File: src/rtl/fsq_pkg.sv
`timescale 1ns / 1ps
// ----------------------------------------------------------------------------
// fsq_pkg: shared types and constants of the flash write sequencer
// Field widths, operation and result codes, and the item records that move
// between the front, the inter-stage queue and the back.
// ----------------------------------------------------------------------------
package fsq_pkg;

  localparam int unsigned OP_W     = 2;
  localparam int unsigned OFFSET_W = 24;
  localparam int unsigned LENGTH_W = 16;
  localparam int unsigned KIND_W   = 3;
  localparam int unsigned ADDR_W   = 20;
  localparam int unsigned WORDS_W  = 8;
  localparam int unsigned WOFF_W   = 14;
  localparam int unsigned CNT_W    = 16;

  // Depth of the queue between front and back.
  localparam int unsigned FIFO_DEPTH = 4;

  typedef enum logic [OP_W-1:0] {
    OP_SUBMIT = 2'd0,
    OP_DONE   = 2'd1,
    OP_TICK   = 2'd2,
    OP_INIT   = 2'd3
  } op_e;

  typedef enum logic [KIND_W-1:0] {
    KIND_ACK       = 3'd0,
    KIND_ERASE     = 3'd1,
    KIND_PROGRAM   = 3'd2,
    KIND_DONE_OK   = 3'd3,
    KIND_DONE_ERR  = 3'd4,
    KIND_NOTHING   = 3'd5,
    KIND_INIT_DONE = 3'd6
  } kind_e;

  // Classified item handed from front to back. sector_base is the start of
  // the uniform sector that holds write_offset.
  typedef struct packed {
    op_e                 op;
    logic [OFFSET_W-1:0] write_offset;
    logic [LENGTH_W-1:0] write_length;
    logic                flash_ok;
    logic [OFFSET_W-1:0] sector_base;
  } fsq_item_t;

  // One queued write request.
  typedef struct packed {
    logic [OFFSET_W-1:0] offset;
    logic [LENGTH_W-1:0] length;
    logic [OFFSET_W-1:0] base;
  } fsq_req_t;

endpackage

File: src/rtl/fsq_req_if.sv
`timescale 1ns / 1ps
// ----------------------------------------------------------------------------
// fsq_req_if: input item channel
// Valid/ready channel carrying one operation item.
// ----------------------------------------------------------------------------
interface fsq_req_if;
  import fsq_pkg::*;

  logic                valid;
  logic                ready;
  logic [OP_W-1:0]     op;
  logic [OFFSET_W-1:0] write_offset;
  logic [LENGTH_W-1:0] write_length;
  logic                flash_ok;

  modport source (output valid, output op, output write_offset, output write_length,
                  output flash_ok, input ready);
  modport sink (input valid, input op, input write_offset, input write_length,
                input flash_ok, output ready);
endinterface

File: src/rtl/fsq_rsp_if.sv
`timescale 1ns / 1ps
// ----------------------------------------------------------------------------
// fsq_rsp_if: result item channel
// Valid/ready channel carrying one result item.
// ----------------------------------------------------------------------------
interface fsq_rsp_if;
  import fsq_pkg::*;

  logic                valid;
  logic                ready;
  logic [KIND_W-1:0]   kind;
  logic                accepted;
  logic [ADDR_W-1:0]   flash_address;
  logic [WORDS_W-1:0]  word_count;
  logic [WOFF_W-1:0]   data_word_offset;
  logic [CNT_W-1:0]    ok_count;
  logic [CNT_W-1:0]    error_count;

  modport source (output valid, output kind, output accepted, output flash_address,
                  output word_count, output data_word_offset, output ok_count,
                  output error_count, input ready);
  modport sink (input valid, input kind, input accepted, input flash_address,
                input word_count, input data_word_offset, input ok_count,
                input error_count, output ready);
endinterface

File: src/rtl/fsq_front.sv
`timescale 1ns / 1ps
// ----------------------------------------------------------------------------
// fsq_front: intake and sector classification
// Three-stage pipeline that registers each item and finds the start of the
// uniform sector holding its offset (reciprocal multiply, back multiply,
// one correction step).
// ----------------------------------------------------------------------------
module fsq_front #(
  parameter int unsigned PAGE_BYTES   = 512,
  parameter int unsigned SECTOR_PAGES = 16
) (
  input  logic               clk_i,
  input  logic               rst_ni,
  fsq_req_if.sink            req_i,
  output logic               out_valid_o,
  output fsq_pkg::fsq_item_t out_item_o,
  input  logic               out_ready_i
);
  import fsq_pkg::*;

  localparam int unsigned SECTOR_BYTES = PAGE_BYTES * SECTOR_PAGES;
  localparam int unsigned RECIP_W      = 19;
  localparam int unsigned SEC_W        = 21;
  localparam int unsigned PROD1_W      = OFFSET_W + RECIP_W;
  localparam int unsigned PROD2_W      = RECIP_W + SEC_W;
  // floor(2^24 / sector); quotient estimate is low by at most one
  localparam logic [RECIP_W-1:0] RECIP  = RECIP_W'((32'd1 << OFFSET_W) / SECTOR_BYTES);
  localparam logic [SEC_W-1:0]   SECTOR = SEC_W'(SECTOR_BYTES);

  logic                  en;
  logic                  v1_q, v2_q, v3_q;
  fsq_item_t             it1_q, it2_q, it3_q;
  logic [RECIP_W-1:0]    quot1_q;
  logic [OFFSET_W:0]     base2_q;
  logic [PROD1_W-1:0]    prod1;
  logic [PROD2_W-1:0]    prod2;
  logic [OFFSET_W:0]     rem2;
  logic [OFFSET_W:0]     base2_fix;
  fsq_item_t             it_in;
  fsq_item_t             it2_fix;

  assign en          = !v3_q || out_ready_i;
  assign req_i.ready = en;

  always_comb begin
    it_in              = '0;
    it_in.op           = op_e'(req_i.op);
    it_in.write_offset = req_i.write_offset;
    it_in.write_length = req_i.write_length;
    it_in.flash_ok     = req_i.flash_ok;
  end

  assign prod1 = PROD1_W'(req_i.write_offset) * PROD1_W'(RECIP);
  assign prod2 = PROD2_W'(quot1_q) * PROD2_W'(SECTOR);

  assign rem2      = {1'b0, it2_q.write_offset} - base2_q;
  assign base2_fix = (rem2 >= (OFFSET_W+1)'(SECTOR)) ? base2_q + (OFFSET_W+1)'(SECTOR)
                                                      : base2_q;

  always_comb begin
    it2_fix             = it2_q;
    it2_fix.sector_base = base2_fix[OFFSET_W-1:0];
  end

  always_ff @(posedge clk_i or negedge rst_ni) begin
    if (!rst_ni) begin
      v1_q    <= 1'b0;
      v2_q    <= 1'b0;
      v3_q    <= 1'b0;
      it1_q   <= '0;
      it2_q   <= '0;
      it3_q   <= '0;
      quot1_q <= '0;
      base2_q <= '0;
    end else if (en) begin
      v1_q    <= req_i.valid;
      it1_q   <= it_in;
      quot1_q <= RECIP_W'(prod1 >> OFFSET_W);
      v2_q    <= v1_q;
      it2_q   <= it1_q;
      base2_q <= prod2[OFFSET_W:0];
      v3_q    <= v2_q;
      it3_q   <= it2_fix;
    end
  end

  assign out_valid_o = v3_q;
  assign out_item_o  = it3_q;

endmodule

File: src/rtl/fsq_fifo.sv
`timescale 1ns / 1ps
// ----------------------------------------------------------------------------
// fsq_fifo: short queue between front and back
// Small register FIFO of classified items.
// ----------------------------------------------------------------------------
module fsq_fifo (
  input  logic               clk_i,
  input  logic               rst_ni,
  input  logic               push_valid_i,
  input  fsq_pkg::fsq_item_t push_item_i,
  output logic               push_ready_o,
  output logic               pop_valid_o,
  output fsq_pkg::fsq_item_t pop_item_o,
  input  logic               pop_ready_i
);
  import fsq_pkg::*;

  localparam int unsigned PW = $clog2(FIFO_DEPTH);
  localparam int unsigned CW = $clog2(FIFO_DEPTH + 1);

  fsq_item_t       slot_q [FIFO_DEPTH];
  logic [PW-1:0]   wr_q, rd_q;
  logic [CW-1:0]   cnt_q;
  logic            push, pop;

  assign push_ready_o = (cnt_q != CW'(FIFO_DEPTH));
  assign pop_valid_o  = (cnt_q != '0);
  assign pop_item_o   = slot_q[rd_q];
  assign push         = push_valid_i && push_ready_o;
  assign pop          = pop_valid_o && pop_ready_i;

  always_ff @(posedge clk_i or negedge rst_ni) begin
    if (!rst_ni) begin
      wr_q  <= '0;
      rd_q  <= '0;
      cnt_q <= '0;
    end else begin
      if (push) wr_q <= wr_q + PW'(1);
      if (pop)  rd_q <= rd_q + PW'(1);
      if (push && !pop)      cnt_q <= cnt_q + CW'(1);
      else if (pop && !push) cnt_q <= cnt_q - CW'(1);
    end
  end

  always_ff @(posedge clk_i) begin
    if (push) slot_q[wr_q] <= push_item_i;
  end

endmodule

File: src/rtl/fsq_back.sv
`timescale 1ns / 1ps
// ----------------------------------------------------------------------------
// fsq_back: request queue and page sequencer
// Executes one classified item per cycle unless rsp_o stalls: queues submits,
// starts requests on ticks, steps erase/program on completions, registers the result.
// ----------------------------------------------------------------------------
module fsq_back #(
  parameter int unsigned PAGE_BYTES   = 512,
  parameter int unsigned SECTOR_PAGES = 16,
  parameter int unsigned PLANE_BYTES  = 524288,
  parameter int unsigned BOOT_BYTES   = 16384,
  parameter int unsigned QUEUE_DEPTH  = 64
) (
  input  logic               clk_i,
  input  logic               rst_ni,
  input  logic               in_valid_i,
  input  fsq_pkg::fsq_item_t in_item_i,
  output logic               in_ready_o,
  fsq_rsp_if.source          rsp_o
);
  import fsq_pkg::*;

  localparam int unsigned SECTOR_BYTES = PAGE_BYTES * SECTOR_PAGES;
  localparam int unsigned PW = (QUEUE_DEPTH > 1) ? $clog2(QUEUE_DEPTH) : 1;
  localparam int unsigned FW = $clog2(QUEUE_DEPTH + 1);
  localparam int unsigned WW = 15;
  localparam logic [PW-1:0]       LAST_IDX   = PW'(QUEUE_DEPTH - 1);
  localparam logic [OFFSET_W-1:0] PAGE_OFF   = OFFSET_W'(PAGE_BYTES);
  localparam logic [OFFSET_W:0]   PAGE_EXT   = (OFFSET_W+1)'(PAGE_BYTES);
  localparam logic [OFFSET_W:0]   SECT_EXT   = (OFFSET_W+1)'(SECTOR_BYTES);
  localparam logic [OFFSET_W-1:0] SECT_OFF   = OFFSET_W'(SECTOR_BYTES);
  localparam logic [OFFSET_W-1:0] SECT_M1    = OFFSET_W'(SECTOR_BYTES - 1);
  localparam logic [OFFSET_W-1:0] PLANE_OFF  = OFFSET_W'(PLANE_BYTES);
  localparam logic [OFFSET_W:0]   BOOT_EXT   = (OFFSET_W+1)'(BOOT_BYTES);
  localparam logic [LENGTH_W-1:0] PAGE_LEN   = LENGTH_W'(PAGE_BYTES);
  localparam logic [WOFF_W-1:0]   PAGE_WOFF  = WOFF_W'(PAGE_BYTES / 4);
  localparam logic [WW-1:0]       PAGE_WORDS = WW'(PAGE_BYTES / 4);

  typedef enum logic [1:0] {
    PH_IDLE,
    PH_ERASE,
    PH_PROGRAM
  } phase_e;

  phase_e              phase_q, phase_d;
  logic [OFFSET_W-1:0] sec_start_q, sec_start_d, sec_end_q, sec_end_d;
  logic [OFFSET_W-1:0] cur_off_q, cur_off_d, cur_base_q, cur_base_d;
  logic [LENGTH_W-1:0] remain_q, remain_d;
  logic [WOFF_W-1:0]   woff_q, woff_d;
  logic [CNT_W-1:0]    ok_q, ok_d, err_q, err_d;
  logic [PW-1:0]       head_q, head_d, tail_q, tail_d;
  logic [FW-1:0]       fill_q, fill_d;

  logic                out_valid_q, out_valid_d;
  kind_e               kind_q, kind_d;
  logic                acc_q, acc_d;
  logic [ADDR_W-1:0]   addr_q, addr_d;
  logic [WORDS_W-1:0]  words_q, words_d;
  logic [WOFF_W-1:0]   owoff_q, owoff_d;

  fsq_req_t            mem [QUEUE_DEPTH];
  fsq_req_t            rd_q;
  fsq_req_t            wdata;

  logic                adv, push, pop;
  logic                do_step, do_prog, do_fail, do_succ;
  logic [OFFSET_W-1:0] nxt_off, nxt_base;
  logic [LENGTH_W-1:0] nxt_remain;
  logic [WW-1:0]       words_full;

  assign adv        = in_valid_i && (!out_valid_q || rsp_o.ready);
  assign in_ready_o = adv;

  assign wdata.offset = in_item_i.write_offset;
  assign wdata.length = in_item_i.write_length;
  assign wdata.base   = in_item_i.sector_base;

  always_comb begin
    // values for the page after the one now being programmed
    nxt_off    = cur_off_q + PAGE_OFF;
    nxt_base   = (({1'b0, cur_off_q} + PAGE_EXT) >= ({1'b0, cur_base_q} + SECT_EXT)) ?
                 cur_base_q + SECT_OFF : cur_base_q;
    nxt_remain = (remain_q >= PAGE_LEN) ? remain_q - PAGE_LEN : '0;

    phase_d     = phase_q;
    sec_start_d = sec_start_q;
    sec_end_d   = sec_end_q;
    cur_off_d   = cur_off_q;
    cur_base_d  = cur_base_q;
    remain_d    = remain_q;
    woff_d      = woff_q;
    ok_d        = ok_q;
    err_d       = err_q;
    head_d      = head_q;
    tail_d      = tail_q;
    fill_d      = fill_q;
    push        = 1'b0;
    pop         = 1'b0;
    do_step     = 1'b0;
    do_prog     = 1'b0;
    do_fail     = 1'b0;
    do_succ     = 1'b0;
    kind_d      = KIND_NOTHING;
    acc_d       = 1'b0;
    addr_d      = '0;
    words_d     = '0;
    owoff_d     = '0;
    words_full  = '0;

    if (adv) begin
      unique case (in_item_i.op)
        OP_SUBMIT: begin
          kind_d = KIND_ACK;
          if (in_item_i.write_length != '0 && fill_q != FW'(QUEUE_DEPTH)) begin
            push  = 1'b1;
            acc_d = 1'b1;
          end
        end
        OP_DONE: begin
          unique case (phase_q)
            PH_ERASE: begin
              if (in_item_i.flash_ok) do_prog = 1'b1;
              else                    do_fail = 1'b1;
            end
            PH_PROGRAM: begin
              if (!in_item_i.flash_ok) begin
                do_fail = 1'b1;
              end else begin
                cur_off_d  = nxt_off;
                cur_base_d = nxt_base;
                remain_d   = nxt_remain;
                woff_d     = woff_q + PAGE_WOFF;
                if (nxt_remain != '0) do_step = 1'b1;
                else                  do_succ = 1'b1;
              end
            end
            default: ;
          endcase
        end
        OP_TICK: begin
          if (phase_q == PH_IDLE && fill_q != '0) begin
            pop        = 1'b1;
            cur_off_d  = rd_q.offset;
            cur_base_d = rd_q.base;
            remain_d   = rd_q.length;
            woff_d     = '0;
            do_step    = 1'b1;
          end
        end
        OP_INIT: begin
          kind_d      = KIND_INIT_DONE;
          ok_d        = '0;
          err_d       = '0;
          sec_start_d = '1;
          sec_end_d   = '1;
          cur_off_d   = '0;
          cur_base_d  = '0;
          remain_d    = '0;
          woff_d      = '0;
          phase_d     = PH_IDLE;
        end
      endcase
    end

    // page step: the sector hit test ignores the last byte of the sector
    if (do_step) begin
      if (cur_off_d >= sec_start_q && cur_off_d < sec_end_q) begin
        do_prog = 1'b1;
      end else if (cur_off_d >= PLANE_OFF) begin
        do_fail = 1'b1;
      end else begin
        sec_start_d = cur_base_d;
        sec_end_d   = cur_base_d + SECT_M1;
        phase_d     = PH_ERASE;
        kind_d      = KIND_ERASE;
        addr_d      = ADDR_W'(BOOT_EXT + {1'b0, cur_base_d});
      end
    end

    if (do_prog) begin
      words_full = WW'(({1'b0, remain_d} + (LENGTH_W+1)'(3)) >> 2);
      if (words_full > PAGE_WORDS) words_full = PAGE_WORDS;
      phase_d = PH_PROGRAM;
      kind_d  = KIND_PROGRAM;
      addr_d  = ADDR_W'(BOOT_EXT + {1'b0, cur_off_d});
      words_d = words_full[WORDS_W-1:0];
      owoff_d = woff_d;
    end

    if (do_fail) begin
      if (err_q != '1) err_d = err_q + CNT_W'(1);
      phase_d = PH_IDLE;
      kind_d  = KIND_DONE_ERR;
    end

    if (do_succ) begin
      if (ok_q != '1) ok_d = ok_q + CNT_W'(1);
      phase_d = PH_IDLE;
      kind_d  = KIND_DONE_OK;
    end

    if (push) begin
      tail_d = (tail_q == LAST_IDX) ? '0 : tail_q + PW'(1);
      fill_d = fill_q + FW'(1);
    end
    if (pop) begin
      head_d = (head_q == LAST_IDX) ? '0 : head_q + PW'(1);
      fill_d = fill_q - FW'(1);
    end

    if (adv)              out_valid_d = 1'b1;
    else if (rsp_o.ready) out_valid_d = 1'b0;
    else                  out_valid_d = out_valid_q;
  end

  always_ff @(posedge clk_i or negedge rst_ni) begin
    if (!rst_ni) begin
      phase_q     <= PH_IDLE;
      sec_start_q <= '1;
      sec_end_q   <= '1;
      cur_off_q   <= '0;
      cur_base_q  <= '0;
      remain_q    <= '0;
      woff_q      <= '0;
      ok_q        <= '0;
      err_q       <= '0;
      head_q      <= '0;
      tail_q      <= '0;
      fill_q      <= '0;
      out_valid_q <= 1'b0;
      kind_q      <= KIND_NOTHING;
      acc_q       <= 1'b0;
      addr_q      <= '0;
      words_q     <= '0;
      owoff_q     <= '0;
    end else begin
      phase_q     <= phase_d;
      sec_start_q <= sec_start_d;
      sec_end_q   <= sec_end_d;
      cur_off_q   <= cur_off_d;
      cur_base_q  <= cur_base_d;
      remain_q    <= remain_d;
      woff_q      <= woff_d;
      ok_q        <= ok_d;
      err_q       <= err_d;
      head_q      <= head_d;
      tail_q      <= tail_d;
      fill_q      <= fill_d;
      out_valid_q <= out_valid_d;
      if (adv) begin
        kind_q  <= kind_d;
        acc_q   <= acc_d;
        addr_q  <= addr_d;
        words_q <= words_d;
        owoff_q <= owoff_d;
      end
    end
  end

  // Request store: one write port, registered read of the next head entry
  // with forwarding when that entry is being written in the same cycle.
  always_ff @(posedge clk_i) begin
    if (push) mem[tail_q] <= wdata;
    if (push && tail_q == head_d) rd_q <= wdata;
    else                          rd_q <= mem[head_d];
  end

  assign rsp_o.valid            = out_valid_q;
  assign rsp_o.kind             = kind_q;
  assign rsp_o.accepted         = acc_q;
  assign rsp_o.flash_address    = addr_q;
  assign rsp_o.word_count       = words_q;
  assign rsp_o.data_word_offset = owoff_q;
  assign rsp_o.ok_count         = ok_q;
  assign rsp_o.error_count      = err_q;

endmodule

File: src/rtl/flash_write_sequencer.sv
`timescale 1ns / 1ps
// ----------------------------------------------------------------------------
// flash_write_sequencer: queued flash write sequencer
// Queues write requests and walks each one through sector erases and page
// programs, driven by tick and flash completion items.
// ----------------------------------------------------------------------------
// Usage:
//   req_i carries one operation item per handshake (valid && ready): submit,
//   flash completion (with flash_ok), tick or init. rsp_o returns exactly one
//   result item per input item, in order: submit ack, erase or program
//   command, request done ok/error, nothing, or init done, with the running
//   success and error counts.
//   Throughput: one item per cycle while rsp_o is ready; the front classifier,
//   four-entry item queue and back sequencer each take one item a cycle.
//   The back reads its request store through a registered read port that
//   always holds the next head entry, so a tick starts it without a read.
//   When rsp_o stalls, the back holds its result register and stops; the
//   front keeps accepting until the item queue and its own pipeline fill,
//   then deasserts req_i.ready.
//   Reset clears the counters, the sector record (to no sector), queue
//   pointers and all valid flags; the request store content is not cleared
//   and only written entries are ever read.
// ----------------------------------------------------------------------------
module flash_write_sequencer #(
  parameter int unsigned PAGE_BYTES   = 512,
  parameter int unsigned SECTOR_PAGES = 16,
  parameter int unsigned PLANE_BYTES  = 524288,
  parameter int unsigned BOOT_BYTES   = 16384,
  parameter int unsigned QUEUE_DEPTH  = 64
) (
  input  logic      clk_i,
  input  logic      rst_ni,
  fsq_req_if.sink   req_i,
  fsq_rsp_if.source rsp_o
);
  import fsq_pkg::*;

  // front -> item queue
  logic      front_valid, front_ready;
  fsq_item_t front_item;
  // item queue -> back
  logic      back_valid, back_ready;
  fsq_item_t back_item;

  // Intake: registers items and works out each offset's sector start.
  fsq_front #(
    .PAGE_BYTES   (PAGE_BYTES),
    .SECTOR_PAGES (SECTOR_PAGES)
  ) u_front (
    .clk_i       (clk_i),
    .rst_ni      (rst_ni),
    .req_i       (req_i),
    .out_valid_o (front_valid),
    .out_item_o  (front_item),
    .out_ready_i (front_ready)
  );

  // Decouples intake from execution so either side can stall alone.
  fsq_fifo u_fifo (
    .clk_i        (clk_i),
    .rst_ni       (rst_ni),
    .push_valid_i (front_valid),
    .push_item_i  (front_item),
    .push_ready_o (front_ready),
    .pop_valid_o  (back_valid),
    .pop_item_o   (back_item),
    .pop_ready_i  (back_ready)
  );

  // Execution: request store, erase/program sequencing, counters, result reg.
  fsq_back #(
    .PAGE_BYTES   (PAGE_BYTES),
    .SECTOR_PAGES (SECTOR_PAGES),
    .PLANE_BYTES  (PLANE_BYTES),
    .BOOT_BYTES   (BOOT_BYTES),
    .QUEUE_DEPTH  (QUEUE_DEPTH)
  ) u_back (
    .clk_i      (clk_i),
    .rst_ni     (rst_ni),
    .in_valid_i (back_valid),
    .in_item_i  (back_item),
    .in_ready_o (back_ready),
    .rsp_o      (rsp_o)
  );

endmodule

File: src/flat_wrapper.sv
// flat-port wrapper written by rule: the top's interface ports become plain ports
module flash_write_sequencer_flat import fsq_pkg::*;
#(
  parameter int unsigned PAGE_BYTES   = 512,
  parameter int unsigned SECTOR_PAGES = 16,
  parameter int unsigned PLANE_BYTES  = 524288,
  parameter int unsigned BOOT_BYTES   = 16384,
  parameter int unsigned QUEUE_DEPTH  = 64
)
  (clk_i, rst_ni, req_i_valid, req_i_op, req_i_write_offset, req_i_write_length, req_i_flash_ok, req_i_ready, rsp_o_valid, rsp_o_kind, rsp_o_accepted, rsp_o_flash_address, rsp_o_word_count, rsp_o_data_word_offset, rsp_o_ok_count, rsp_o_error_count, rsp_o_ready);
  fsq_req_if req_i_i ();
  fsq_rsp_if rsp_o_i ();
  input  logic clk_i;
  input  logic rst_ni;
  input wire logic [$bits(req_i_i.valid)-1:0] req_i_valid;
  input wire logic [$bits(req_i_i.op)-1:0] req_i_op;
  input wire logic [$bits(req_i_i.write_offset)-1:0] req_i_write_offset;
  input wire logic [$bits(req_i_i.write_length)-1:0] req_i_write_length;
  input wire logic [$bits(req_i_i.flash_ok)-1:0] req_i_flash_ok;
  output wire logic [$bits(req_i_i.ready)-1:0] req_i_ready;
  output wire logic [$bits(rsp_o_i.valid)-1:0] rsp_o_valid;
  output wire logic [$bits(rsp_o_i.kind)-1:0] rsp_o_kind;
  output wire logic [$bits(rsp_o_i.accepted)-1:0] rsp_o_accepted;
  output wire logic [$bits(rsp_o_i.flash_address)-1:0] rsp_o_flash_address;
  output wire logic [$bits(rsp_o_i.word_count)-1:0] rsp_o_word_count;
  output wire logic [$bits(rsp_o_i.data_word_offset)-1:0] rsp_o_data_word_offset;
  output wire logic [$bits(rsp_o_i.ok_count)-1:0] rsp_o_ok_count;
  output wire logic [$bits(rsp_o_i.error_count)-1:0] rsp_o_error_count;
  input wire logic [$bits(rsp_o_i.ready)-1:0] rsp_o_ready;
  assign req_i_i.valid = req_i_valid;
  assign req_i_i.op = req_i_op;
  assign req_i_i.write_offset = req_i_write_offset;
  assign req_i_i.write_length = req_i_write_length;
  assign req_i_i.flash_ok = req_i_flash_ok;
  assign req_i_ready = req_i_i.ready;
  assign rsp_o_valid = rsp_o_i.valid;
  assign rsp_o_kind = rsp_o_i.kind;
  assign rsp_o_accepted = rsp_o_i.accepted;
  assign rsp_o_flash_address = rsp_o_i.flash_address;
  assign rsp_o_word_count = rsp_o_i.word_count;
  assign rsp_o_data_word_offset = rsp_o_i.data_word_offset;
  assign rsp_o_ok_count = rsp_o_i.ok_count;
  assign rsp_o_error_count = rsp_o_i.error_count;
  assign rsp_o_i.ready = rsp_o_ready;
  flash_write_sequencer #(.PAGE_BYTES(PAGE_BYTES), .SECTOR_PAGES(SECTOR_PAGES), .PLANE_BYTES(PLANE_BYTES), .BOOT_BYTES(BOOT_BYTES), .QUEUE_DEPTH(QUEUE_DEPTH)) u_core (.clk_i(clk_i), .rst_ni(rst_ni), .req_i(req_i_i), .rsp_o(rsp_o_i));
endmodule
File: config.mk
export PLATFORM = sky130hd
export DESIGN_NAME = flash_write_sequencer_flat
export DESIGN_NICKNAME = d
export VERILOG_FILES = /design/src/rtl/fsq_pkg.sv /design/src/rtl/fsq_req_if.sv /design/src/rtl/fsq_rsp_if.sv /design/src/rtl/fsq_front.sv /design/src/rtl/fsq_fifo.sv /design/src/rtl/fsq_back.sv /design/src/rtl/flash_write_sequencer.sv /design/src/flat_wrapper.sv
export SDC_FILE = /design/constraint.sdc
export NUM_CORES = 2
export LEC_CHECK = 0
export BUFFER_PORTS_ARGS = -buffer_cell sky130_fd_sc_hd__buf_2
export CAP_MARGIN = 40
export CORE_MARGIN = 1.5
export CORE_UTILIZATION = 53
export DETAILED_ROUTE_END_ITERATION = 8
export PLACE_DENSITY_LB_ADDON = 0.05
export REMOVE_ABC_BUFFERS = 1
export SYNTH_ARGS = -nofsm -noshare
export SYNTH_HDL_FRONTEND = slang
export SYNTH_MEMORY_MAX_BITS = 65536
export SYNTH_SLANG_ARGS = --single-unit
File: constraint.sdc
create_clock -name clk_i -period 7.3 [get_ports clk_i]
set_input_delay 1.825 -clock clk_i [delete_from_list [all_inputs] [get_ports clk_i]]
set_output_delay 1.825 -clock clk_i [all_outputs]
set_load 0.01 [all_outputs]
=== Word level (Yosys, flattened, before mapping) ===
Memories as Yosys holds them, arrays and structs flattened. A register that Yosys moved wholly into a read port is not among the register bits.
Cells that the tools add are included.

* Memory bits (writable): 4,364
* Memories: 2
* Bits in registers: 411
* Input port bits: 47

{| class="wikitable"
|+ Memories
! name !! depth !! width !! rd ports !! clocked after Yosys merged registers in !! write ports !! line !! text
|-
| u_core.u_back.mem || 64 || 64 || 1 || 1 || 1 || fsq_back.sv:61 || <nowiki>fsq_req_t mem [QUEUE_DEPTH];</nowiki>
|-
| u_core.u_fifo.slot_q || 4 || 67 || 1 || 0 || 1 || fsq_fifo.sv:21 || <nowiki>fsq_item_t slot_q [FIFO_DEPTH];</nowiki>
|}

* Equality and inequality tests: 11
* Add/sub/neg operators: 22
* Multiplexer cells: 105
* $lt $le $gt $ge: 7
* Reductions and logical operators: 24

{| class="wikitable"
|+ Operators by type and width
! cell !! number
|-
| 2-to-1 mux 24 bit || 20
|-
| 2-to-1 mux 16 bit || 13
|-
| one-hot mux 24 bit (3 select lines) || 2
|-
| 2-to-1 mux 20 bit || 4
|-
| 2-to-1 mux 14 bit || 5
|-
| adder 24 x 14 -> 24 bit (second input constant) || 2
|-
| one-hot mux 16 bit (3 select lines) || 1
|-
| one-hot mux 14 bit (3 select lines) || 1
|-
| adder 15 x 20 -> 20 bit (first input constant) || 2
|-
| 2-to-1 mux 1 bit || 34
|-
| adder 16 x 1 -> 16 bit (second input constant) || 2
|-
| != test 16 bit (second input constant) || 2
|-
| nonzero test 16 bit || 2
|-
| adder 24 x 10 -> 25 bit (second input constant) || 1
|-
| adder 24 x 14 -> 25 bit (second input constant) || 1
|-
| >= comparator 25 x 14 -> 1 bit (second input constant) || 1
|-
| >= comparator 25 bit || 1
|-
| subtractor 24 x 24 -> 25 bit || 1
|-
| adder 24 x 10 -> 24 bit (second input constant) || 1
|-
| adder 24 x 13 -> 24 bit (second input constant) || 1
|-
| >= comparator 24 x 20 -> 1 bit (second input constant) || 1
|-
| >= comparator 24 bit || 1
|-
| less-than comparator 24 bit || 1
|-
| 2-to-1 mux 3 bit || 8
|-
| other kinds (30) || 61
|}

=== Depth between registers and ports, before layout ===
* Word-level depth: 12
* Depth in mapped cells: 29

=== Hierarchy ===
From an unflattened synthesis, not the netlist that was laid out.

* Cell total of the unflattened synthesis: 8,841
* Area, all modules: 185,575.5 sq um

{| class="wikitable"
|+ Modules (own cells, without submodules)
! module !! instances !! area each (sq um) !! cells an instance
|-
| fsq_back || 1 || 170,120.7 || 8,150
|-
| fsq_fifo || 1 || 10,085.9 || 386
|-
| fsq_front || 1 || 5,368.9 || 305
|}

=== Least setup slack after synthesis ===
Ideal clock, no wire load.

* Path type: reg2reg
* From: reg u_core.u_fifo.rd_q[0]
* To: reg u_core.u_back.err_q[5] (netlist: u_core.u_back.rsp_o.error_count[5])
* Stages on the path, launching flop included: 27
* Buffers on the path: 8
* Clock period less this slack: 6.838 ns
* Slack: 0.462 ns
* Data arrival time: 6.755 ns
* Library setup time: 0.083 ns
* Path through: dfrtp_1 -> buf_2 -> buf_1 -> clkbuf_1 -> mux4_2 -> inv_1 -> ha_1 -> clkbuf_1 -> inv_1 -> or4_1 -> clkbuf_1 -> nor2_1 -> clkbuf_1 -> nand2_1 -> o211ai_1 -> ha_1 -> nand2_1 -> or3_1 -> nor3_1 -> or3b_2 -> o2111ai_1 -> nor2b_1 -> a22o_1 -> clkbuf_1 -> buf_2 -> nand3_1 -> o21ai_0

* Cells in the longest elaborated chain, start to end: 10
* Elaborated cells between the ends (all ways): 27

{| class="wikitable"
|+ RTL lines
! item !! line !! text
|-
| from (decl) || fsq_fifo.sv:22 || <nowiki>logic [PW-1:0] wr_q, rd_q;</nowiki>
|-
| from (signal assigned) || fsq_fifo.sv:39 || <nowiki>if (pop) rd_q <= rd_q + PW'(1);</nowiki>
|-
| memory read (4 x 67 bit) * || n/a ||
|-
| 2-to-1 mux 24 bit || fsq_back.sv:126 || <nowiki>if (!in_item_i.flash_ok) begin</nowiki>
|-
| 2-to-1 mux 24 bit || fsq_back.sv:120 || <nowiki>unique case (phase_q)</nowiki>
|-
| one-hot mux 24 bit (3 select lines) * || fsq_back.sv:111 || <nowiki>unique case (in_item_i.op)</nowiki>
|-
| 2-to-1 mux 24 bit * || fsq_back.sv:110 || <nowiki>if (adv) begin</nowiki>
|-
| net u_core.u_back.cur_off_d[18] || fsq_back.sv:47 || <nowiki>logic [OFFSET_W-1:0] cur_off_q, cur_off_d, cur_base_q, cur_base_d;</nowiki>
|-
| >= comparator 24 x 20 -> 1 bit, or another cell as far along || fsq_back.sv:169 || <nowiki>end else if (cur_off_d >= PLANE_OFF) begin</nowiki>
|-
| 2-to-1 mux 1 bit or logical AND 1 bit (tied branches) || fsq_back.sv:169, fsq_back.sv:167 ||
|-
| 2-to-1 mux 1 bit * || fsq_back.sv:167 || <nowiki>if (cur_off_d >= sec_start_q && cur_off_d < sec_end_q) begin</nowiki>
|-
| 2-to-1 mux 1 bit * || fsq_back.sv:166 || <nowiki>if (do_step) begin</nowiki>
|-
| 2-to-1 mux 16 bit * || fsq_back.sv:190 || <nowiki>if (do_fail) begin</nowiki>
|-
| net u_core.u_back.err_d[5] || fsq_back.sv:50 || <nowiki>logic [CNT_W-1:0] ok_q, ok_d, err_q, err_d;</nowiki>
|-
| to (signal assigned) || fsq_back.sv:245 || <nowiki>err_q <= err_d;</nowiki>
|-
| to (decl) || fsq_back.sv:50 ||
|}

Mark *: on every way through the listed nets, which the timed path passes. The rest lies on a longest branch.
A chain may end at the register's enable or synchronous reset.

==> qor.csv <==
stage,metric,value,unit
min_path,Hold Path Cell Cnt,1,
critical_path,r2r setup slk,620,ps
place,RePlAce Congestion,0.890,
power,total power,0.0575,W
timing,Final period util,0.915,
critical_path,crit path max fanout,18,
final_layout,Util after Layout,0.608,
timing,unrepaired setup endpoints after global routing,no,
drt,DRC errors left,0,
clock_tree,clock sink count,3103,
critical_path,"slowest stage delay, CP",710,ps
final_layout,P&R area growth vs syn,14.0,%
drt,wire per inst,35.4,um
drt,Met3 Wirelength,27200,um
synth,Syn Std Cell Area,123000,um2
synth,Main synth FF type,edfxtp_1,
clock_tree,clk_lat worst skew,950,ps
final_layout,Final nets,6685,
final_layout,Layout Cells excl Fill,9809,
critical_path,R2R cell count,20,
clock_tree,CTS tree,built,
die,# IOs,127,
power,Max IR drop VDD,0.320,mV
die,Initial Utilization,0.533,
final_layout,FF+latch area,91400,um2
critical_path,crit path DAT,7480,ps
critical_path,"delay-heaviest family, CP",simple AND/OR/NAND/NOR gates,
power,PD cells,411,nW/um2
drt,uppermost routed layer,met4,
drt,routed via count,64100,
min_path,worst hold start,u_core.u_front.v2_q$_DFFE_PN0P_,
drt,DR pass1 iterations,5,
die,die height,484,um
timing,worst clock skew,60.1,ps
critical_path,CP Cell Sequence,buf_4 -> nor2b_1 -> nand2_1 -> o22ai_1 -> nor4_1 -> buf_4 -> a22oi_1 -> o221ai_1 -> ha_1 -> nand4_1 -> or3_1 -> nor3_1 -> or3b_2 -> o2111ai_1 -> nor2b_1 -> a22o_1 -> nand2_1 -> a21oi_1 -> o21ai_0 -> o31ai_1,
job,maxcap violations,0,
place,DP Worst Slack,255,ps
critical_path,FF-to-FF End,u_core.u_back.rsp_o.error_count[10]$_DFF_PN0_,
timing,FMAX,0.150,GHz
synth,"Seq/Total Area, Yosys",0.745,
global_route,global-route wire length before repair,491000,um
global_route,gr ovfl total,0,
drt,initial drt markers,8602,
global_route,initial antenna violation count,8,
timing,"Slew Viols, Final",0,
drt,Vias/cell,6.54,
timing,actual slew at the worst max-slew pin,983,ps
drt,final wirelength,348000,um
synth,Post-synth EDFFs,2732,
final_layout,share of layout cells above drive strength 1,0.295,
place,hpwl dp,205000,um
critical_path,element type at the critical path end,register,
critical_path,CP startpoint kind,register,
synth,Mapped Cells,6036,
die,die width,484,um
final_layout,Filler Cell Count,16500,
global_route,gr usage total,0.299,
timing,Final Critical Period,6680,ps
global_route,number of global-route vias before repair,63800,
critical_path,Critical path buffers and inverters,2,
timing,setup ws final,620,ps
timing,Final Hold Fails,0,
die,Core Rows,176,
clock_tree,CTS resizes,0,
final_layout,"commonest non-fill, non-tap cells in the layout","2732 x edfxtp_1, 778 x mux4_2, 339 x clkbuf_16",
clock_tree,Post-CTS Hold Buffers,0,
power,Leakage,47.0,nW
die,die area,234000,um2
drt,met2 wire length,164000,um
clock_tree,CTS Buf Count,333,
final_layout,"commonest non-fill, non-tap cell in the layout",edfxtp_1,
global_route,largest net degree at the start of global routing,103,
synth,syn_area_per_cell,20.3,um2
final_layout,area of the multi-input gates,29700,um2
clock_tree,CTS Root Cell,clkbuf_16,
critical_path,critical path class,register to register,
min_path,Hold Crit Class,register to register,
place,DP Cell Count,9227,
synth,YS warnings,0,
drt,number of routed nets with antenna violations,0,
clock_tree,setup bufs post-CTS,0,
drt,M1 wire length,147000,um
critical_path,"Req. time, crit path",8100,ps
synth,Netlist cell types,89,
timing,Slew HR,0.338,
die,Core ar.,230000,um2
critical_path,CP max-delay cell,dfxtp_4,
min_path,hold endpoint,u_core.u_front.out_valid_o$_DFFE_PN0P_,
timing,setup violators final,0,
run_status,outcome,completed,
synth,Synth Register Bits,3103,
place,count of input and output buffers,126,
clock_tree,clock buffer depth,4,
clock_tree,htree depth,5,
synth,Post-synth ARST share,0.118,
clock_tree,clock slew at reported path FFs,60,ps
logic make-up after synthesis:
kind of cell             count (synthesis)  synth area share
AO/OA/AOI/OAI                          507            0.0273
XOR/XNOR                                75           0.00536
adder cells (fa/ha/maj)                102            0.0105
buffers and inverters                  439            0.0169
flip-flops                            3103             0.745
multiplexers                          1007             0.163
AND/OR/NAND/NOR                        803            0.0315
report_power, final:
part / switching [W] / internal [W]
clock network: 0.00675 / 0.00941
registers: 0.000743 / 0.0239
logic: 0.0105 / 0.00615
total: 0.0180 / 0.0395
layer usage:
| layer | GRT usage | vias to the layer above |
|---|---|---|
| li1 | - | 25800 |
| met1 | 0.448 | 34700 |
| met2 | 0.462 | 3034 |
| met3 | 0.0448 | 527 |
| met4 | 0.0829 | 0 |
| met5 | 0 | - |
how the worst max path moves through the flow:
stage                start                                          endpoint  slack [ps]  depth (start not counted)
6_report          register     u_core.u_back.rsp_o.error_count[10]$_DFF_PN0_         620                         20
5_1_grt           register      u_core.u_back.rsp_o.error_count[6]$_DFF_PN0_         290                         21
4_1_cts           register     u_core.u_back.rsp_o.error_count[10]$_DFF_PN0_         680                         23
3_5_place_dp   rsp_o_ready     u_core.u_back.rsp_o.error_count[10]$_DFF_PN0_         250                         20
3_3_place_gp   rsp_o_ready      u_core.u_back.rsp_o.error_count[6]$_DFF_PN0_         280                         20
2_1_floorplan     register  u_core.u_back.rsp_o.flash_address[0]$_DFFE_PN0P_      -24160                         20
sequential cells by signal (all words and copies together) (netlist names), 3 cells and up, named ones only:
register and count:
u_core.u_back.cur_base_q 24, u_core.u_back.cur_off_q 24, u_core.u_back.fill_q 7, u_core.u_back.head_q 6, u_core.u_back.mem 2560, u_core.u_back.remain_q 16, u_core.u_back.rsp_o.data_word_offset 14, u_core.u_back.rsp_o.error_count 16
u_core.u_back.rsp_o.flash_address 20, u_core.u_back.rsp_o.kind 3, u_core.u_back.rsp_o.ok_count 16, u_core.u_back.rsp_o.word_count 8, u_core.u_back.sec_end_q 24, u_core.u_back.sec_start_q 24, u_core.u_back.tail_q 6, u_core.u_back.woff_q 14
u_core.u_fifo.cnt_q 3, u_core.u_fifo.slot_q 172, u_core.u_front.it1_q 43, u_core.u_front.it2_fix 43, u_core.u_front.out_item_o 43
Yosys cell counts, types with 7 or more instances:
library cell     n  area [um2]
edfxtp_1      2732       82000
mux4_2         778       17500
dfrtp_1        315        7880
nand2_1        224         841
nor2_1         176         661
mux2_2         145        1630
a21oi_1        133         666
inv_1          130         488
clkbuf_1       123         462
o21ai_0        110         551
nand3_1        106         531
ha_1           100        1250
buf_2           87         435
mux2i_1         84         841
nor3_1          79         395
xnor2_1         51         447
dfstp_2         50        1310
and3_1          40         250
a22oi_1         36         270
buf_1           34         128
buf_4           34         255
nand4_1         32         200
a22o_1          29         254
nor2b_1         27         169
nor4_1          25         156
o22ai_1         25         156
and2_1          24         150
xor2_1          24         210
a211oi_1        22         165
nand2b_1        19         119
buf_6           18         203
o31ai_1         14         105
a31oi_1         12        75.1
a21o_1          11        82.6
o211ai_1        11        82.6
o221ai_1        10        87.6
a221oi_1         8        70.1
o311ai_0         8        70.1
or2_2            8        50.1
or4_1            8        60.1
nand3b_1         7        52.6
o21a_1           7        52.6
or3_1            7        43.8
layout make-up:
class	count	share of cell area
diodes	4	0.0000716
clock buffers	419	0.0634
clock inverters	159	0.0100
inverters	139	0.00380
multi-input cells	2494	0.212
flip-flops and latches	3103	0.654
well taps	3026	0.0271
repair buffers	465	0.0294
through the flow:
stage                     hold WS, ps  area [um2]  setup TNS [ps]
after floorplan                   428      121000        -3571900
after global placement            446      129000               0
after detailed placement          451      129000               0
after CTS                         461      140000               0
after global routing              507      140000               0
final                             465      140000               0
Power figures use the tool's default switching activity.
